`src/rtl/swsr_pkg.sv`:
```
// ----------------------------------------------------------------------------
// Single-wire sensor reader package
// Shared widths, register indexes and the structs that pass between the
// configuration block, the sequencer and the output stage.
// ----------------------------------------------------------------------------
package swsr_pkg;

    // Width of the tick counter used for all timed waits.
    localparam int TICK_COUNT_BITS = 16;

    // Field widths.
    localparam int START_LOW_BITS = 16;
    localparam int SAMPLE_DELAY_BITS = 8;
    localparam int BYTE_BITS = 8;
    localparam int FRAME_BITS = 2 * BYTE_BITS;

    // Number of data bits in one read.
    localparam int NUM_BITS = 16;
    localparam int BIT_COUNT_BITS = 5;

    // Configuration port.
    localparam int CFG_INDEX_BITS = 2;
    localparam int CFG_DATA_BITS = 16;
    localparam logic [CFG_INDEX_BITS-1:0] REG_START_LOW_TICKS = 2'd0;
    localparam logic [CFG_INDEX_BITS-1:0] REG_SAMPLE_DELAY_TICKS = 2'd1;

    // Reset values of the configuration registers.
    localparam logic [START_LOW_BITS-1:0] START_LOW_RESET = 16'd20000;
    localparam logic [SAMPLE_DELAY_BITS-1:0] SAMPLE_DELAY_RESET = 8'd30;

    // Stream word widths.
    localparam int S_TDATA_BITS = 8;
    localparam int RESULT_BITS = 3 + FRAME_BITS;
    localparam int M_TDATA_BITS = 24;

    // Largest value the tick counter can hold, kept 32 bits wide for compares.
    localparam logic [31:0] TICK_MAX = (32'd1 << TICK_COUNT_BITS) - 32'd1;

    typedef logic [TICK_COUNT_BITS-1:0] tick_t;

    // Current configuration as seen by the sequencer.
    typedef struct packed {
        logic [START_LOW_BITS-1:0]    start_low_ticks;
        logic [SAMPLE_DELAY_BITS-1:0] sample_delay_ticks;
    } cfg_t;

    // One result word, fields from the highest bit down when packed to tdata.
    typedef struct packed {
        logic [BYTE_BITS-1:0] second_byte;
        logic [BYTE_BITS-1:0] first_byte;
        logic                 done_res;
        logic                 busy_res;
        logic                 drive_low;
    } result_t;

    // Clamp a wait threshold to what the tick counter can reach.
    function automatic tick_t clamp_limit(input logic [START_LOW_BITS-1:0] value);
        logic [31:0] wide;
        wide = 32'(value);
        if (wide > TICK_MAX) begin
            return tick_t'(TICK_MAX);
        end
        return wide[TICK_COUNT_BITS-1:0];
    endfunction

endpackage

```
`src/rtl/swsr_cfg.sv`:
```
// ----------------------------------------------------------------------------
// Single-wire sensor reader configuration registers
// Holds the start pulse length and the bit sample delay, written through
// the configuration channel.
// ----------------------------------------------------------------------------
module swsr_cfg
    import swsr_pkg::*;
(
    input  logic                      aclk,
    input  logic                      aresetn,
    input  logic                      cfg_valid,
    output logic                      cfg_ready,
    input  logic [CFG_INDEX_BITS-1:0] cfg_index,
    input  logic [CFG_DATA_BITS-1:0]  cfg_data,
    output cfg_t                      cfg
);

    logic [START_LOW_BITS-1:0]    start_low_reg;
    logic [SAMPLE_DELAY_BITS-1:0] sample_delay_reg;

    // Writes are always taken; an index outside the register list is dropped.
    assign cfg_ready = 1'b1;

    always_ff @(posedge aclk) begin
        if (!aresetn) begin
            start_low_reg    <= START_LOW_RESET;
            sample_delay_reg <= SAMPLE_DELAY_RESET;
        end else if (cfg_valid) begin
            if (cfg_index == REG_START_LOW_TICKS) begin
                start_low_reg <= cfg_data[START_LOW_BITS-1:0];
            end
            if (cfg_index == REG_SAMPLE_DELAY_TICKS) begin
                sample_delay_reg <= cfg_data[SAMPLE_DELAY_BITS-1:0];
            end
        end
    end

    assign cfg.start_low_ticks    = start_low_reg;
    assign cfg.sample_delay_ticks = sample_delay_reg;

endmodule

```
`src/rtl/swsr_fsm.sv`:
```
// ----------------------------------------------------------------------------
// Single-wire sensor reader sequencer
// Steps the read sequence by one input word (tick or start) and forms the
// status result from the state after that step.
// ----------------------------------------------------------------------------
module swsr_fsm
    import swsr_pkg::*;
(
    input  logic    aclk,
    input  logic    aresetn,
    input  logic    in_take,
    input  logic    command,
    input  logic    pin_level,
    input  cfg_t    cfg,
    output result_t result
);

    localparam logic [2:0] PH_IDLE      = 3'd0;
    localparam logic [2:0] PH_START     = 3'd1;
    localparam logic [2:0] PH_RELEASE   = 3'd2;
    localparam logic [2:0] PH_RESP_LOW  = 3'd3;
    localparam logic [2:0] PH_RESP_HIGH = 3'd4;
    localparam logic [2:0] PH_WAIT_RISE = 3'd5;
    localparam logic [2:0] PH_DELAY     = 3'd6;
    localparam logic [2:0] PH_WAIT_FALL = 3'd7;

    logic [2:0]                phase_reg, phase_next;
    tick_t                     tick_reg, tick_next;
    logic [BIT_COUNT_BITS-1:0] bit_count_reg, bit_count_next;
    logic [FRAME_BITS-1:0]     shift_reg, shift_next;
    logic [FRAME_BITS-1:0]     bytes_reg, bytes_next;
    logic                      done;

    tick_t tick_inc;
    tick_t start_limit;
    tick_t delay_limit;

    // Saturating tick count and the clamped wait thresholds.
    assign tick_inc    = (tick_reg == tick_t'(TICK_MAX)) ? tick_reg : tick_reg + tick_t'(1);
    assign start_limit = clamp_limit(cfg.start_low_ticks);
    assign delay_limit = clamp_limit(START_LOW_BITS'(cfg.sample_delay_ticks));

    // Next state for one word.
    always_comb begin
        phase_next     = phase_reg;
        tick_next      = tick_reg;
        bit_count_next = bit_count_reg;
        shift_next     = shift_reg;
        bytes_next     = bytes_reg;
        done           = 1'b0;
        if (command) begin
            if (phase_reg == PH_IDLE) begin
                phase_next     = PH_START;
                tick_next      = '0;
                bit_count_next = '0;
                shift_next     = '0;
            end
        end else begin
            unique case (phase_reg)
                PH_IDLE: begin
                end
                PH_START: begin
                    tick_next = tick_inc;
                    if (tick_inc >= start_limit) begin
                        phase_next = PH_RELEASE;
                    end
                end
                PH_RELEASE: begin
                    if (!pin_level) begin
                        phase_next = PH_RESP_LOW;
                    end else begin
                        // Line already high: the first bit's delay starts now.
                        phase_next = PH_DELAY;
                        tick_next  = '0;
                    end
                end
                PH_RESP_LOW: begin
                    if (pin_level) begin
                        phase_next = PH_RESP_HIGH;
                    end
                end
                PH_RESP_HIGH: begin
                    if (!pin_level) begin
                        phase_next = PH_WAIT_RISE;
                    end
                end
                PH_WAIT_RISE: begin
                    if (pin_level) begin
                        phase_next = PH_DELAY;
                        tick_next  = '0;
                    end
                end
                PH_DELAY: begin
                    tick_next = tick_inc;
                    if (tick_inc >= delay_limit) begin
                        shift_next     = {shift_reg[FRAME_BITS-2:0], pin_level};
                        bit_count_next = bit_count_reg + BIT_COUNT_BITS'(1);
                        phase_next     = PH_WAIT_FALL;
                    end
                end
                PH_WAIT_FALL: begin
                    if (!pin_level) begin
                        if (bit_count_reg >= BIT_COUNT_BITS'(NUM_BITS)) begin
                            bytes_next = shift_reg;
                            phase_next = PH_IDLE;
                            done       = 1'b1;
                        end else begin
                            phase_next = PH_WAIT_RISE;
                        end
                    end
                end
                default: begin
                end
            endcase
        end
    end

    // State advances only on an accepted word.
    always_ff @(posedge aclk) begin
        if (!aresetn) begin
            phase_reg     <= PH_IDLE;
            tick_reg      <= '0;
            bit_count_reg <= '0;
            shift_reg     <= '0;
            bytes_reg     <= '0;
        end else if (in_take) begin
            phase_reg     <= phase_next;
            tick_reg      <= tick_next;
            bit_count_reg <= bit_count_next;
            shift_reg     <= shift_next;
            bytes_reg     <= bytes_next;
        end
    end

    // Status after the step.
    assign result.drive_low   = (phase_next == PH_START);
    assign result.busy_res    = (phase_next != PH_IDLE);
    assign result.done_res    = done;
    assign result.first_byte  = bytes_next[FRAME_BITS-1:BYTE_BITS];
    assign result.second_byte = bytes_next[BYTE_BITS-1:0];

endmodule

```
`src/rtl/swsr_out_skid.sv`:
```
// ----------------------------------------------------------------------------
// Single-wire sensor reader output stage
// Result register with a skid entry, so the input side's ready comes from a
// register and a word is taken while the previous result waits.
// ----------------------------------------------------------------------------
module swsr_out_skid
    import swsr_pkg::*;
(
    input  logic    aclk,
    input  logic    aresetn,
    input  logic    push,
    input  result_t push_data,
    output logic    in_ready,
    output logic    out_valid,
    input  logic    out_ready,
    output result_t out_data
);

    logic    main_valid_reg;
    result_t main_data_reg;
    logic    skid_valid_reg;
    result_t skid_data_reg;

    assign in_ready  = !skid_valid_reg;
    assign out_valid = main_valid_reg;
    assign out_data  = main_data_reg;

    // Control: main register refills from the skid entry first.
    always_ff @(posedge aclk) begin
        if (!aresetn) begin
            main_valid_reg <= 1'b0;
            skid_valid_reg <= 1'b0;
        end else if (!main_valid_reg || out_ready) begin
            if (skid_valid_reg) begin
                main_valid_reg <= 1'b1;
                skid_valid_reg <= 1'b0;
            end else begin
                main_valid_reg <= push;
            end
        end else if (push) begin
            skid_valid_reg <= 1'b1;
        end
    end

    // Payload.
    always_ff @(posedge aclk) begin
        if (!main_valid_reg || out_ready) begin
            main_data_reg <= skid_valid_reg ? skid_data_reg : push_data;
        end else if (push) begin
            skid_data_reg <= push_data;
        end
    end

endmodule

```
`src/rtl/single_wire_sensor_reader.sv`:
```
// ----------------------------------------------------------------------------
// Single-wire sensor reader
// Tick-driven reader for a one-wire humidity sensor.
// ----------------------------------------------------------------------------
// Each word on the s_ channel is one timer tick (tuser 0) or a start request
// (tuser 1), with the sampled line level in tdata bit 0. Every accepted word
// gives exactly one result word on the m_ channel, carrying the line drive,
// busy and done flags and the two bytes of the last completed read.
// A start is honored only while idle; the line is pulled low for
// start_low_ticks ticks, then the response and 16 data bits are decoded, a
// bit sampled sample_delay_ticks ticks after each rising edge.
// Throughput is one word per clock while s_tready is high; the sequencer
// steps once per word and its result is registered in the output stage.
// A two-entry output stage keeps s_tready high while one result waits; when
// the receiver stalls, s_tready drops once the second entry is full and no
// word is lost. Synchronous reset returns the sequencer to idle, clears the
// bytes, empties the output stage and loads the register reset values.
// The cfg_ channel is always ready; write it only while the block is idle.
// ----------------------------------------------------------------------------
module single_wire_sensor_reader
    import swsr_pkg::*;
(
    input  logic                      aclk,
    input  logic                      aresetn,
    // Configuration write channel.
    input  logic                      cfg_valid,
    output logic                      cfg_ready,
    input  logic [CFG_INDEX_BITS-1:0] cfg_index,
    input  logic [CFG_DATA_BITS-1:0]  cfg_data,
    // Input words.
    input  logic                      s_tvalid,
    output logic                      s_tready,
    input  logic [S_TDATA_BITS-1:0]   s_tdata,   // [0] pin_level, [7:1] zero
    input  logic                      s_tuser,   // [0] command
    // Result words.
    output logic                      m_tvalid,
    input  logic                      m_tready,
    // [0] drive_low, [1] busy_res, [2] done_res, [10:3] first_byte,
    // [18:11] second_byte, [23:19] zero
    output logic [M_TDATA_BITS-1:0]   m_tdata
);

    cfg_t    cfg;
    result_t step_result;
    result_t out_result;
    logic    in_take;

    assign in_take = s_tvalid && s_tready;

    swsr_cfg u_cfg (
        .aclk      (aclk),
        .aresetn   (aresetn),
        .cfg_valid (cfg_valid),
        .cfg_ready (cfg_ready),
        .cfg_index (cfg_index),
        .cfg_data  (cfg_data),
        .cfg       (cfg)
    );

    swsr_fsm u_fsm (
        .aclk      (aclk),
        .aresetn   (aresetn),
        .in_take   (in_take),
        .command   (s_tuser),
        .pin_level (s_tdata[0]),
        .cfg       (cfg),
        .result    (step_result)
    );

    swsr_out_skid u_out (
        .aclk      (aclk),
        .aresetn   (aresetn),
        .push      (in_take),
        .push_data (step_result),
        .in_ready  (s_tready),
        .out_valid (m_tvalid),
        .out_ready (m_tready),
        .out_data  (out_result)
    );

    assign m_tdata = M_TDATA_BITS'(out_result);

endmodule

```
`config.mk`:
```
export PLATFORM = sky130hd
export DESIGN_NAME = single_wire_sensor_reader
export DESIGN_NICKNAME = d
export VERILOG_FILES = /design/src/rtl/swsr_pkg.sv /design/src/rtl/swsr_cfg.sv /design/src/rtl/swsr_fsm.sv /design/src/rtl/swsr_out_skid.sv /design/src/rtl/single_wire_sensor_reader.sv
export SDC_FILE = /design/constraint.sdc
export NUM_CORES = 1
export LEC_CHECK = 0
export BUFFER_PORTS_ARGS = -buffer_cell sky130_fd_sc_hd__buf_4
export CAP_MARGIN = 10
export CORE_MARGIN = 2
export CORE_UTILIZATION = 55
export CTS_CLUSTER_SIZE = 24
export DETAILED_ROUTE_END_ITERATION = 10
export GPL_ROUTABILITY_DRIVEN = 0
export HOLD_SLACK_MARGIN = 0.15
export MAX_ROUTING_LAYER = met4
export PLACE_DENSITY = 0.82
export SLEW_MARGIN = 15
export SYNTH_ARGS = -nofsm -noshare
export SYNTH_HDL_FRONTEND = slang
export SYNTH_SLANG_ARGS = --single-unit
```
`constraint.sdc`:
```
create_clock -name aclk -period 7.3 [get_ports aclk]
set_clock_uncertainty 0.2 [all_clocks]
set_input_delay 1.46 -clock aclk [delete_from_list [all_inputs] [get_ports aclk]]
set_output_delay 1.46 -clock aclk [all_outputs]
set_load 0.01 [all_outputs]
```
* Word-level counts from Yosys, hierarchy flattened *
Cells that the tools add are included.

cells by class
  bitwise operators = 2
  add/subtract/negate cells = 2
  reductions and logical operators = 18
  magnitude comparators = 3
  multiplexer cells = 33
  equality and inequality tests = 12

operators by type and width
  kind                                                      number
  two-way mux 16 bit                                        11
  case mux 16 bit (2 select lines)                          1
  two-way mux 3 bit                                         10
  case mux 3 bit (7 select lines)                           1
  two-way mux 5 bit                                         4
  two-way mux 19 bit                                        1
  adder 16 x 1 -> 16 bit, second input constant             1
  == test 16 bit, second input constant                     1
  greater-or-equal comparator 16 bit                        1
  greater-or-equal comparator 16 x 8 -> 1 bit               1
  == test 3 bit, second input constant                      4
  AND reduction 4 bit                                       2
  == test 3 x 1 -> 1 bit, second input constant             2
  == test 3 x 2 -> 1 bit, second input constant             2
  AND reduction 2 bit                                       3
  nonzero test 3 bit                                        2
  OR reduction 2 bit                                        3
  adder 5 x 1 -> 5 bit, second input constant               1
  greater-or-equal comparator 5 bit, second input constant  1
  two-way mux 1 bit                                         5
  nonzero test 2 bit                                        2
  zero test 3 bit                                           1
  != test 3 x 1 -> 1 bit, second input constant             1
  == test 2 x 1 -> 1 bit, second input constant             1
  other kinds (6)                                           8

storage, ports and cells
  bits of input ports = 32
  output and inout port bits = 27
  word-level logic and storage cells = 89
  bits in registers = 120

* Logic depth before layout (Yosys ltp) *
Gate-level depths: netlist of the first run.

  depth in word-level cells = 8
  depth in mapped cells = 17

* Cells and area by module *
Synthesis of the first run repeated with hierarchy kept, for this count alone.

unflattened totals
  cell total of the unflattened synthesis = 641
  area total of the unflattened synthesis = 6160.9 sq um

modules (own cells, without submodules)
  module                     times used  cells an instance  area an instance (sq um)
  swsr_fsm                   1           458                3606.0
  swsr_out_skid              1           68                 1458.9
  swsr_cfg                   1           108                1048.5
  single_wire_sensor_reader  1           7                  47.5

* Least setup slack after synthesis of the first run *
No wires, ideal clock.

  path kind = flip-flop to flip-flop
  from = register u_fsm.tick_reg[0]
  to = register u_fsm.shift_reg[10]
  stages on the path, launching flop included = 17
  setup slack = 3204 ps
  setup time = 72 ps
  required time = 7028 ps
  arrival = 3824 ps
  path through = dfxtp_1 > ha_1 > buf_2 > nand4_1 > nor4_1 > nor3_1 > xor2_1 > ha_1 > a21o_1 > a21o_1 > a21o_1 > a2111o_1 > nor4_4 > or2_1 > buf_6 > buf_12 > mux2i_1

between the ends
  longest elaborated chain between the ends = 5
  elaborated cells between the ends (all ways) = 6
  classes of those cells = 1 x add/sub; 1 x order compare; 1 x eq/ne; 1 x mux; 2 x reduce/logical

ends and longest elaborated chain
  what                                                             line             source
  from (decl)                                                      swsr_fsm.sv:28   tick_t tick_reg, tick_next;
  from (signal assigned)                                           swsr_fsm.sv:128  tick_reg <= tick_next;
  adder 16 x 1 -> 16 bit / == test 16 bit (equally long branches)  swsr_fsm.sv:39   assign tick_inc = (tick_reg == tick_t'(TICK_MAX)) ? tick_reg : tick_reg + tick_t'(1);
  two-way mux 16 bit (*)                                           swsr_fsm.sv:39
  greater-or-equal comparator 16 x 8 -> 1 bit (*)                  swsr_fsm.sv:95   if (tick_inc >= delay_limit) begin
  nonzero test 2 bit (no source line) (*)                          --
  AND reduction 4 bit (no source line) (*)                         --
  to (signal assigned)                                             swsr_fsm.sv:130  shift_reg <= shift_next;
  to (decl)                                                        swsr_fsm.sv:30   logic [FRAME_BITS-1:0] shift_reg, shift_next;

Mark *: on every way between the ends. The rest lies on a longest branch, timed or not.
A chain may end at the register's enable or synchronous reset.

* Worst setup path in the final report of the first run *
  from = register u_fsm.tick_reg[0]
  to = register u_fsm.shift_reg[7]

The elaborated chain is that of the path after synthesis.

==> results of run 1 <==
-- routing by layer --
layer | routed length, um | vias up | global-route usage (%)
li1 | - | 2394 | -
met4 | 362 | 0 | 12.9
met3 | 736 | 35 | 6.69
met2 | 6930 | 161 | 41.8
met5 | 0 | - | -
met1 | 5280 | 2362 | 27.1
-- cell families after synthesis --
family,share of synthesized area [%]
flops,45.8
other cells,0.124
mux,7.11
compound gates,11.2
simple gates,23.3
buf+inv,5.63
fa+ha+maj,5.36
xor+xnor,1.44
-- synthesized netlist by cell type, types with 4 or more instances --
| cell type | count |
|---|---|
| and3_1 | 4 |
| nand2_1 | 138 |
| o21ai_0 | 19 |
| nor3b_1 | 20 |
| mux2i_1 | 24 |
| a21boi_0 | 15 |
| buf_4 | 6 |
| clkbuf_1 | 30 |
| dfxtp_1 | 82 |
| mux2_2 | 17 |
| nor2b_1 | 19 |
| nor3_1 | 7 |
| xnor2_1 | 7 |
| ha_1 | 26 |
| o211ai_1 | 7 |
| a22oi_1 | 13 |
| a21oi_1 | 18 |
| edfxtp_1 | 38 |
| nand2b_1 | 6 |
| buf_2 | 4 |
| inv_1 | 29 |
| nand3_1 | 11 |
| nor2_1 | 61 |
| a21o_1 | 5 |
| nand4_1 | 11 |
-- cell type report --
| type | count | area, um^2 | share of cell area (%) |
|---|---|---|---|
| clock buffer | 20 | 489 | 6.97 |
| clock inverter | 12 | 101 | 1.44 |
| inverter | 31 | 116 | 1.66 |
| multi-input combinational | 481 | 2980 | 42.4 |
| sequential | 120 | 2780 | 39.7 |
| tap | 140 | 175 | 2.50 |
| timing repair buffer | 50 | 375 | 5.35 |
-- worst reg2reg max path, cell delays in order, from the launching register on --
cell and delay (ns):
dfxtp_1 0.46, ha_1 0.37, nand4_1 0.22, nor4_1 0.70, nor3_1 0.22, xor2_1 0.26, ha_1 0.29, a21o_1 0.19
a21o_1 0.17, a21o_1 0.17, a2111o_1 0.43, nor4_4 0.43, or2_1 0.83, mux2i_1 0.31
-- power groups by stage --
| stage | clock [mW] | sequential (mW) | combinational [mW] |
|---|---|---|---|
| 2_1_floorplan | 0 | 0.745 | 0.0700 |
| 3_3_place_gp | 0 | 0.741 | 0.114 |
| 3_5_place_dp | 0 | 0.742 | 0.118 |
| 4_1_cts | 0.823 | 0.728 | 0.120 |
| 5_1_grt | 0.849 | 0.731 | 0.133 |
| 6_report | 0.808 | 0.728 | 0.120 |
-- through the flow --
stage | cell area (um^2) | total power [mW] | utilization (%) | cells
4_1_cts | 7010 | 1.67 | 64.9 | 854
2_1_floorplan | 6090 | 0.815 | - | 678
6_report | 7020 | 1.66 | 65.0 | 854
5_1_grt | 7020 | 1.71 | 65.0 | 854
3_5_place_dp | 6420 | 0.861 | 59.5 | 822
3_3_place_gp | 6420 | 0.854 | 59.5 | 822
-- final timing paths --
kind                             from             endpoint  slack, ns  cells after the start
setup / recovery    u_fsm.tick_reg[0]   u_fsm.shift_reg[7]       1.97                     13
hold / removal    u_fsm.shift_reg[15]  u_fsm.shift_reg[15]       0.27                      2
setup reg to reg    u_fsm.tick_reg[0]   u_fsm.shift_reg[7]       1.97                     13
hold reg to reg   u_fsm.shift_reg[15]  u_fsm.shift_reg[15]       0.27                      2
==> summary.md, run 1 <==
| Metric | Value |
|---|---|
| Mapped Area | between 6000 and 7000 um^2 |
| Vias in the first global route | around 4.8k |
| Peak supply drop | ~0.21 mV |
| CP top delay family | simple AND/OR/NAND/NOR gates |
| Fillers | about 820 |
| Max-slew headroom | 26.0% |
| Number of synthesized flops with an enable pin | 38 |
| Psw | 0.402 mW |
| Clock Root Buffer | clkbuf_8 |
| Top cell by count, worst path | a21o_1 |
| Initial antenna violation count | 0 |
| Comb pwr share | 7.3% |
| Worst slew pin tran | between 1 and 1.5 ns |
| Seq/Total Area, Yosys | 45.8% |
| Most common cell after layout, fill and taps aside | nand2_1 |
| Worst Path Buf+Inv | 0 |
| Commonest non-fill, non-tap cells in the layout | nand2_1, dfxtp_1, nor2_1 |
| CTS Buf Count | 17 |
| Async SR Flop Fraction | 0% |
| Post-CTS setup buffers | 0 |
| Layout area overhead | 15.6% |
| Hold Path Class | register to register |
| Synth unique cells | 64 |
| CP required | ~7.6 ns |
| Clock Latency Late Sink | about 0.54 ns |
| Fmax achieved | roughly 190 MHz |
| GRT Util Overall | between 20% and 30% |
| Post-DP HPWL | 8940 um |
| CP startpoint kind | register |
| Routed WL per cell | around 16 um |
| # rows | 38 |
| Crit-path slowest cell | or2_1 |
| Final Hold Vio Count | 0 |
| Synth top area share | 27.0% |
| Switching portion of total power | ~24% |
| Post-synthesis cell count | approximately 670 |
| Crit path DAT | around 5.6 ns |
| Pre-CTS setup slack | about 2.1 ns |
| Min Hold Slack | roughly 0.27 ns |
| Outcome | finished clean |
| Slowest stage delay, CP | 0.83 ns |
| Die Area | between 10000 and 15000 um^2 |
| Final setup vio count | 0 |
| RSZ-0062 raised after global routing | false |
| Sequential power share | between 40% and 50% |
| Clock power frac | 48.8% |
| Internal power | 1.25 mW |
| Leak Pwr | around 3 nW |
| CTS Buffer Depth | 2 |
| Syn_area_per_cell | about 9.0 um^2 |
| Final nets | about 760 |
| Die extent in x | 109 um |
| PD cells | 236 nW/um^2 |
| Overflow after GRT | 0 |
| Largest cells by area after synthesis | dfxtp_1, edfxtp_1, nand2_1 |
| Post-layout worst setup margin | 1.97 ns |
| Largest net degree at the start of global routing | 66 |
| Crit path time final | ~5.3 ns |
| Period utilization | 73.0% |
| Top_reg_cell synth | dfxtp_1 |
| CORE AREA | ~11000 um^2 |
| WS Path Type | register to register |
| Worst-path clk slew | around 0.06 ns |
| Die Height | 109 um |
| CTS resizes | 0 |
| Initial DRC Count | roughly 400 |
| Post-route ant nets | 0 |
| Initial Util | a little under three fifths |
| Post-route DRC | 0 |
| CTS Hold Bufs | 0 |
| Crit path cell chain | ha_1, nand4_1, nor4_1, nor3_1, xor2_1, ha_1, a21o_1, a21o_1, a21o_1, a2111o_1, nor4_4, or2_1, mux2i_1 |
| Critical Path Sink Type | register |
| H-tree Lvls | 4 |
| Max Cap Viol | 0 |
| Share of post-route cells with drive strength above 1 | 15.3% |
| Yosys warns | 0 |
| DR vias/cell | around 5.8 |
| First-pass GRT wire length | 22100 um |
| CTS sink count | 120 |
| First drt pass iteration count | 7 |
| Seq cells post-synth | 120 |
| Number of port buffers | 45 |
| DR vias | 4952 |
| Final Max Tran Viols | 0 |
| Post-synth top area cell | dfxtp_1 |
| CTS tree | built |
| Antenna fix cells | 0 |
| CP max FO | 17 |
| I/O pins | 59 |
| Post-Route WL | roughly 13000 um |
| Setup TNS | 0 ns |
No activity file was read; power rests on OpenSTA's default activity.
==> run 2, diff against run 1 <==
clock period = 5 ns   (was 7.3 ns; I/O delays follow)
==> summary.md, run 2 (same netlist as run 1, synthesis figures left out) <==
| Metric | Value |
|---|---|
| CTS Buffer Depth | 2 (unchanged) |
| Worst r2r src | u_fsm.tick_reg[0] |
| Hold Startpoint | u_cfg.start_low_reg[8] |
| PD cells | 348 nW/um^2 (+47%) |
| Period utilization | 90.7% (+18 points) |
| Hold Path Cell Cnt | 2 (unchanged) |
| Final instance area | 7030 um^2 (+0.14%) |
| Post-Route WL | 13700 um (+2.6%) |
| First drt pass iteration count | 5 (-2) |
| Pwr Total | 2.44 mW (+48%) |
| WS Path Type | register to register |
| Commonest non-fill, non-tap cells in the layout | nand2_1, dfxtp_1, nor2_1 |
| Crit path time final | 4.53 ns (-0.792 ns) |
| Clock power frac | 49.3% (+0.5 points) |
| Routed WL per cell | 15.9 um (+2.4%) |
| Max-slew headroom | 20.9% (-5.1 points) |
| Outcome | finished clean |
| Internal power | 1.90 mW (+52%) |
| CTS Hold Bufs | 0 (unchanged) |
| Leak Pwr | 2.97 nW (+0.24%) |
| Slowest stage delay, CP | 0.64 ns (-0.19 ns) |
| Vias in the first global route | 4763 (-1.3%) |
| Final nets | 761 (+0.26%) |
| Initial Util | 56.3% (unchanged) |
| Switching portion of total power | 22.2% (-2.1 points) |
| CTS Buf Count | 17 (unchanged) |
| Overflow after GRT | 0 (unchanged) |
| Post-route DRC | 0 (unchanged) |
| Share of post-route cells with drive strength above 1 | 15.2% (-0.043 points) |
| Crit-path slowest cell | or4_1 |
| Clock Root Buffer | clkbuf_8 |
| CTS sink count | 120 (unchanged) |
| Hold Path Class | register to register |
| Min Hold Slack | 0.268 ns (-0.00217 ns) |
| RSZ-0062 raised after global routing | false |
| Post-DP HPWL | 8930 um (about the same) |
| Hold EP | u_cfg.start_low_reg[8] |
| Final Hold Vio Count | 0 (unchanged) |
| DR vias | 4927 (-0.50%) |
| Most common cell after layout, fill and taps aside | nand2_1 |
| Max Cap Viol | 0 (unchanged) |
| Peak supply drop | 0.256 mV (+21%) |
| CP max FO | 8 (-9) |
| GRT Util Overall | 24.7% (-0.28 points) |
| Psw | 0.543 mW (+35%) |
| Crit path cell chain | ha_1, nand2_1, or4_1, nand4_1, xnor2_1, ha_1, a2111oi_0, o21ai_0, a311oi_1, o21ai_0, o2bb2ai_1, o41a_1, o31ai_1 |
| # rows | 38 (unchanged) |
| Number of port buffers | 45 (unchanged) |
| Crit path DAT | 4.69 ns (-0.89 ns) |
| Clock Latency Late Sink | 0.53 ns (about the same) |
| Reg2reg setup slack | 0.47 ns (-1.51 ns) |
| Initial DRC Count | 357 (-13%) |
| CP top delay family | compound AO/OA/AOI/OAI gates |
| Dpl cell area | 6430 um^2 (+0.23%) |
| Critical Path Sink Type | register |
| Setup TNS | 0 ns (unchanged) |
| Post-layout utilization of the core | 65.1% (+0.093 points) |
| Pre-CTS setup slack | 0.426 ns (-1.66 ns) |
| CORE AREA | 10800 um^2 (unchanged) |
| Worst R2R Path Depth | 13 (unchanged) |
| Die extent in x | 109 um (unchanged) |
| Capture point of the worst reg-to-reg path | u_out.out_data[0] |
| Post-route ant nets | 0 (unchanged) |
| Initial antenna violation count | 0 (unchanged) |
| Layout area overhead | 15.7% |
| I/O pins | 59 (unchanged) |
| Die Height | 109 um (unchanged) |
| Post-layout worst setup margin | 0.466 ns (-1.51 ns) |
| Largest net degree at the start of global routing | 66 (unchanged) |
| Sequential power share | 43.5% (-0.5 points) |
| Comb pwr share | 7.1% (-0.2 points) |
| Fin cells | 856 (+0.23%) |
| Die Area | 11900 um^2 (unchanged) |
| CP startpoint kind | register |
| Fillers | 810 (-0.86%) |
| CTS resizes | 0 (unchanged) |
| CTS tree | built |
| Worst Path Buf+Inv | 0 (unchanged) |
| Antenna fix cells | 0 (unchanged) |
| Number of instances in the placed design | 824 (+0.24%) |
| Fmax achieved | 221 MHz (+17%) |
| Worst slew pin tran | 1.18 ns (+0.0703 ns) |
| Worst-path clk slew | 0.06 ns (about the same) |
| CP required | 5.16 ns (-2.39 ns) |
| First-pass GRT wire length | 22000 um (-0.25%) |
| Final setup vio count | 0 (unchanged) |
| DR vias/cell | 5.76 (-0.74%) |
| Final Max Tran Viols | 0 (unchanged) |
| Post-CTS setup buffers | 0 (unchanged) |
| H-tree Lvls | 4 (unchanged) |
run 2: cell count changes in the layout (fill, tap and decap cells not counted), moves of 2 or more:
cell       delta
clkbuf_16     -3
clkinv_2      +6
clkinv_4      -5
clkbuf_1      +3
buf_4         +2
inv_6         -5
clkbuf_8      +2
bufinv_16     +3
run 2: power by group through the flow:
stage	Combinational (mW)	Sequential [mW]	Clock, mW
2_1_floorplan	0.102	1.09	0
6_report	0.175	1.06	1.21
3_3_place_gp	0.165	1.08	0
4_1_cts	0.174	1.06	1.22
5_1_grt	0.193	1.07	1.26
3_5_place_dp	0.173	1.08	0
run 2: worst register-to-register path, cell delays in order, from the launching register on:
cell and delay, ns:
dfxtp_1 0.45, ha_1 0.36, nand2_1 0.09, or4_1 0.64
nand4_1 0.17, xnor2_1 0.19, ha_1 0.31, a2111oi_0 0.39
o21ai_0 0.20, a311oi_1 0.45, o21ai_0 0.28, o2bb2ai_1 0.19
o41a_1 0.17, o31ai_1 0.26
run 2: metal layers:
metal / track usage [%] / routed length (um) / up-vias
li1: - / - / 2373
met1: 26.9 / 5510 / 2356
met2: 41.4 / 7070 / 166
met3: 6.99 / 752 / 32
met4: 11.6 / 321 / 0
met5: - / 0 / -
run 2: worst max-delay path by stage:
| stage | start | endpoint | slack (ns) | cells past startpoint |
|---|---|---|---|---|
| after CTS | u_fsm.tick_reg[0] | u_fsm.shift_reg[11] | 0.36 | 14 |
| after global placement | u_fsm.tick_reg[0] | u_out.out_data[0] | 0.58 | 13 |
| after floorplan | u_fsm.tick_reg[0] | u_fsm.shift_reg[10] | 0.90 | 16 |
| after detailed placement | u_fsm.tick_reg[0] | u_fsm.shift_reg[3] | 0.43 | 14 |
| after global routing | u_fsm.tick_reg[0] | u_out.out_data[1] | 0.20 | 13 |
| final | u_fsm.tick_reg[0] | u_out.out_data[0] | 0.47 | 13 |
run 2: area by class of cell:
| type | instances | area (um^2) | area share, % |
|---|---|---|---|
| multi-input cells | 481 | 2980 | 42.4 |
| repair buffers | 52 | 390 | 5.55 |
| clock inverters | 10 | 128 | 1.82 |
| well taps | 140 | 175 | 2.49 |
| flip-flops and latches | 120 | 2780 | 39.6 |
| clock buffers | 22 | 453 | 6.44 |
| inverters | 31 | 116 | 1.66 |
==> run 3, diff against run 2 <==
BUFFER_PORTS_ARGS = -buffer_cell sky130_fd_sc_hd__buf_2   (was -buffer_cell sky130_fd_sc_hd__buf_4)
PLACE_DENSITY = 0.78   (was 0.82)
==> summary.md, run 3 (same netlist as run 1, synthesis figures left out) <==
| Metric | Value |
|---|---|
| Outcome | finished clean |
| Final setup vio count | 0 (unchanged) |
| Slowest stage delay, CP | 0.48 ns (-0.16 ns) |
| CTS sink count | 120 (unchanged) |
| Antenna fix cells | 0 (unchanged) |
| Period utilization | 90.0% (-0.66 points) |
| Layout area overhead | 13.7% |
| First drt pass iteration count | 5 (unchanged) |
| Largest net degree at the start of global routing | 66 (unchanged) |
| Overflow after GRT | 0 (unchanged) |
| Final instance area | 6910 um^2 (-1.7%) |
| Psw | 0.567 mW (+4.4%) |
| Max Cap Viol | 0 (unchanged) |
| Clock Latency Late Sink | 0.54 ns (about the same) |
| CTS resizes | 0 (unchanged) |
| I/O pins | 59 (unchanged) |
| CTS Hold Bufs | 0 (unchanged) |
| Commonest non-fill, non-tap cells in the layout | nand2_1, dfxtp_1, nor2_1 |
| CORE AREA | 10800 um^2 (unchanged) |
| Final Max Tran Viols | 0 (unchanged) |
| Leak Pwr | 2.94 nW (-1.1%) |
| Worst-path clk slew | 0.06 ns (about the same) |
| Fmax achieved | 222 MHz (+0.74%) |
| Capture point of the worst reg-to-reg path | u_fsm.shift_reg[2] |
| Most common cell after layout, fill and taps aside | nand2_1 |
| Sequential power share | 44.5% (+1.0 points) |
| CP required | 5.26 ns (+0.10 ns) |
| Pwr Total | 2.39 mW (-2.4%) |
| Final nets | 762 (+0.13%) |
| Critical Path Sink Type | register |
| Post-layout utilization of the core | 64.0% (-1.1 points) |
| Routed WL per cell | 14.7 um (-7.7%) |
| Dpl cell area | 6330 um^2 (-1.6%) |
| CP max FO | 17 (+9) |
| Die extent in x | 109 um (unchanged) |
| WS Path Type | register to register |
| Pre-CTS setup slack | 0.555 ns (+0.129 ns) |
| PD cells | 345 nW/um^2 (-0.72%) |
| Hold EP | u_cfg.start_low_reg[4] |
| DR vias | 4781 (-3.0%) |
| CP startpoint kind | register |
| Initial antenna violation count | 0 (unchanged) |
| Clock Root Buffer | clkbuf_8 |
| Crit-path slowest cell | a2111o_1 |
| Crit path DAT | 4.76 ns (+0.07 ns) |
| Post-route ant nets | 0 (unchanged) |
| Worst slew pin tran | 0.809 ns (-0.369 ns) |
| CTS tree | built |
| Hold Path Class | register to register |
| CTS Buf Count | 17 (unchanged) |
| Fin cells | 857 (+0.12%) |
| Setup TNS | 0 ns (unchanged) |
| Worst R2R Path Depth | 14 (+1) |
| Initial Util | 56.3% (unchanged) |
| DR vias/cell | 5.58 (-3.1%) |
| Post-CTS setup buffers | 0 (unchanged) |
| Share of post-route cells with drive strength above 1 | 15.6% (+0.40 points) |
| Final Hold Vio Count | 0 (unchanged) |
| Die Area | 11900 um^2 (unchanged) |
| Hold Path Cell Cnt | 2 (unchanged) |
| Number of instances in the placed design | 825 (+0.12%) |
| H-tree Lvls | 4 (unchanged) |
| Reg2reg setup slack | 0.50 ns (+0.03 ns) |
| Post-layout worst setup margin | 0.499 ns (+0.0332 ns) |
| Worst r2r src | u_fsm.tick_reg[0] |
| Initial DRC Count | 323 (-9.5%) |
| Post-route DRC | 0 (unchanged) |
| Crit path cell chain | ha_1, nand4_1, nor4_1, buf_4, xor2_1, ha_1, nand2b_1, a21o_1, a211o_1, a2111o_1, nor4_4, or2_1, buf_4, mux2i_1 |
| Comb pwr share | 6.7% (-0.4 points) |
| Hold Startpoint | u_cfg.start_low_reg[4] |
| Number of port buffers | 45 (unchanged) |
| CTS Buffer Depth | 2 (unchanged) |
| Clock power frac | 48.8% (-0.5 points) |
| Post-DP HPWL | 8400 um (-6.0%) |
| Switching portion of total power | 23.8% (+1.6 points) |
| Max-slew headroom | 46.0% (+25 points) |
| RSZ-0062 raised after global routing | false |
| Internal power | 1.82 mW (-4.4%) |
| Post-Route WL | 12600 um (-7.6%) |
| Die Height | 109 um (unchanged) |
| Vias in the first global route | 4578 (-3.9%) |
| First-pass GRT wire length | 21100 um (-4.4%) |
| GRT Util Overall | 23.6% (-1.1 points) |
| # rows | 38 (unchanged) |
| Peak supply drop | 0.285 mV (+11%) |
| Fillers | 868 (+7.2%) |
| Crit path time final | 4.50 ns (-0.0332 ns) |
| Min Hold Slack | 0.270 ns (+0.00199 ns) |
## run 3: worst max-delay path by stage
stage,from,to,slack (ns)
6_report,u_fsm.tick_reg[0],u_fsm.shift_reg[2],0.50
5_1_grt,u_fsm.tick_reg[0],u_fsm.shift_reg[11],0.18
4_1_cts,u_fsm.tick_reg[0],u_fsm.shift_reg[2],0.50
3_5_place_dp,u_fsm.tick_reg[0],u_out.out_data[0],0.56
3_3_place_gp,u_fsm.tick_reg[0],u_out.out_data[0],0.60
2_1_floorplan,u_fsm.tick_reg[0],u_fsm.shift_reg[10],0.90
## run 3: critical path: cells and delay by family, from the launching register on
kind                     cells  cell delay [ns]
flip-flops                   1             0.45
buffers and inverters        2             0.46
XOR/XNOR                     1             0.23
adder cells (fa/ha/maj)      2             0.64
multiplexers                 1             0.24
AND/OR/NAND/NOR              5             1.25
AO/OA/AOI/OAI                3             0.95
## run 3: layout make-up
cell class | instances | area [um^2] | area share (%)
Sequential cell | 120 | 2780 | 40.3
Timing Repair Buffer | 53 | 285 | 4.13
Clock buffer | 17 | 414 | 6.00
Tap cell | 140 | 175 | 2.54
Clock inverter | 15 | 153 | 2.21
Multi-Input combinational cell | 481 | 2980 | 43.2
Inverter | 31 | 116 | 1.68
## run 3: layer usage
metal / vias to the layer above / part of all wire (%) / GRT usage, %
li1: 2391 / - / -
met4: 0 / 1.6 / 8.52
met2: 107 / 51 / 40.3
met1: 2262 / 43 / 26.5
met3: 21 / 4.6 / 6.28
met5: - / 0 / -
## run 3: power groups by stage
stage / combinational [mW] / clock, mW / sequential (mW)
2_1_floorplan: 0.102 / 0 / 1.09
3_3_place_gp: 0.152 / 0 / 1.08
3_5_place_dp: 0.158 / 0 / 1.08
4_1_cts: 0.160 / 1.18 / 1.06
5_1_grt: 0.179 / 1.23 / 1.07
6_report: 0.160 / 1.16 / 1.06
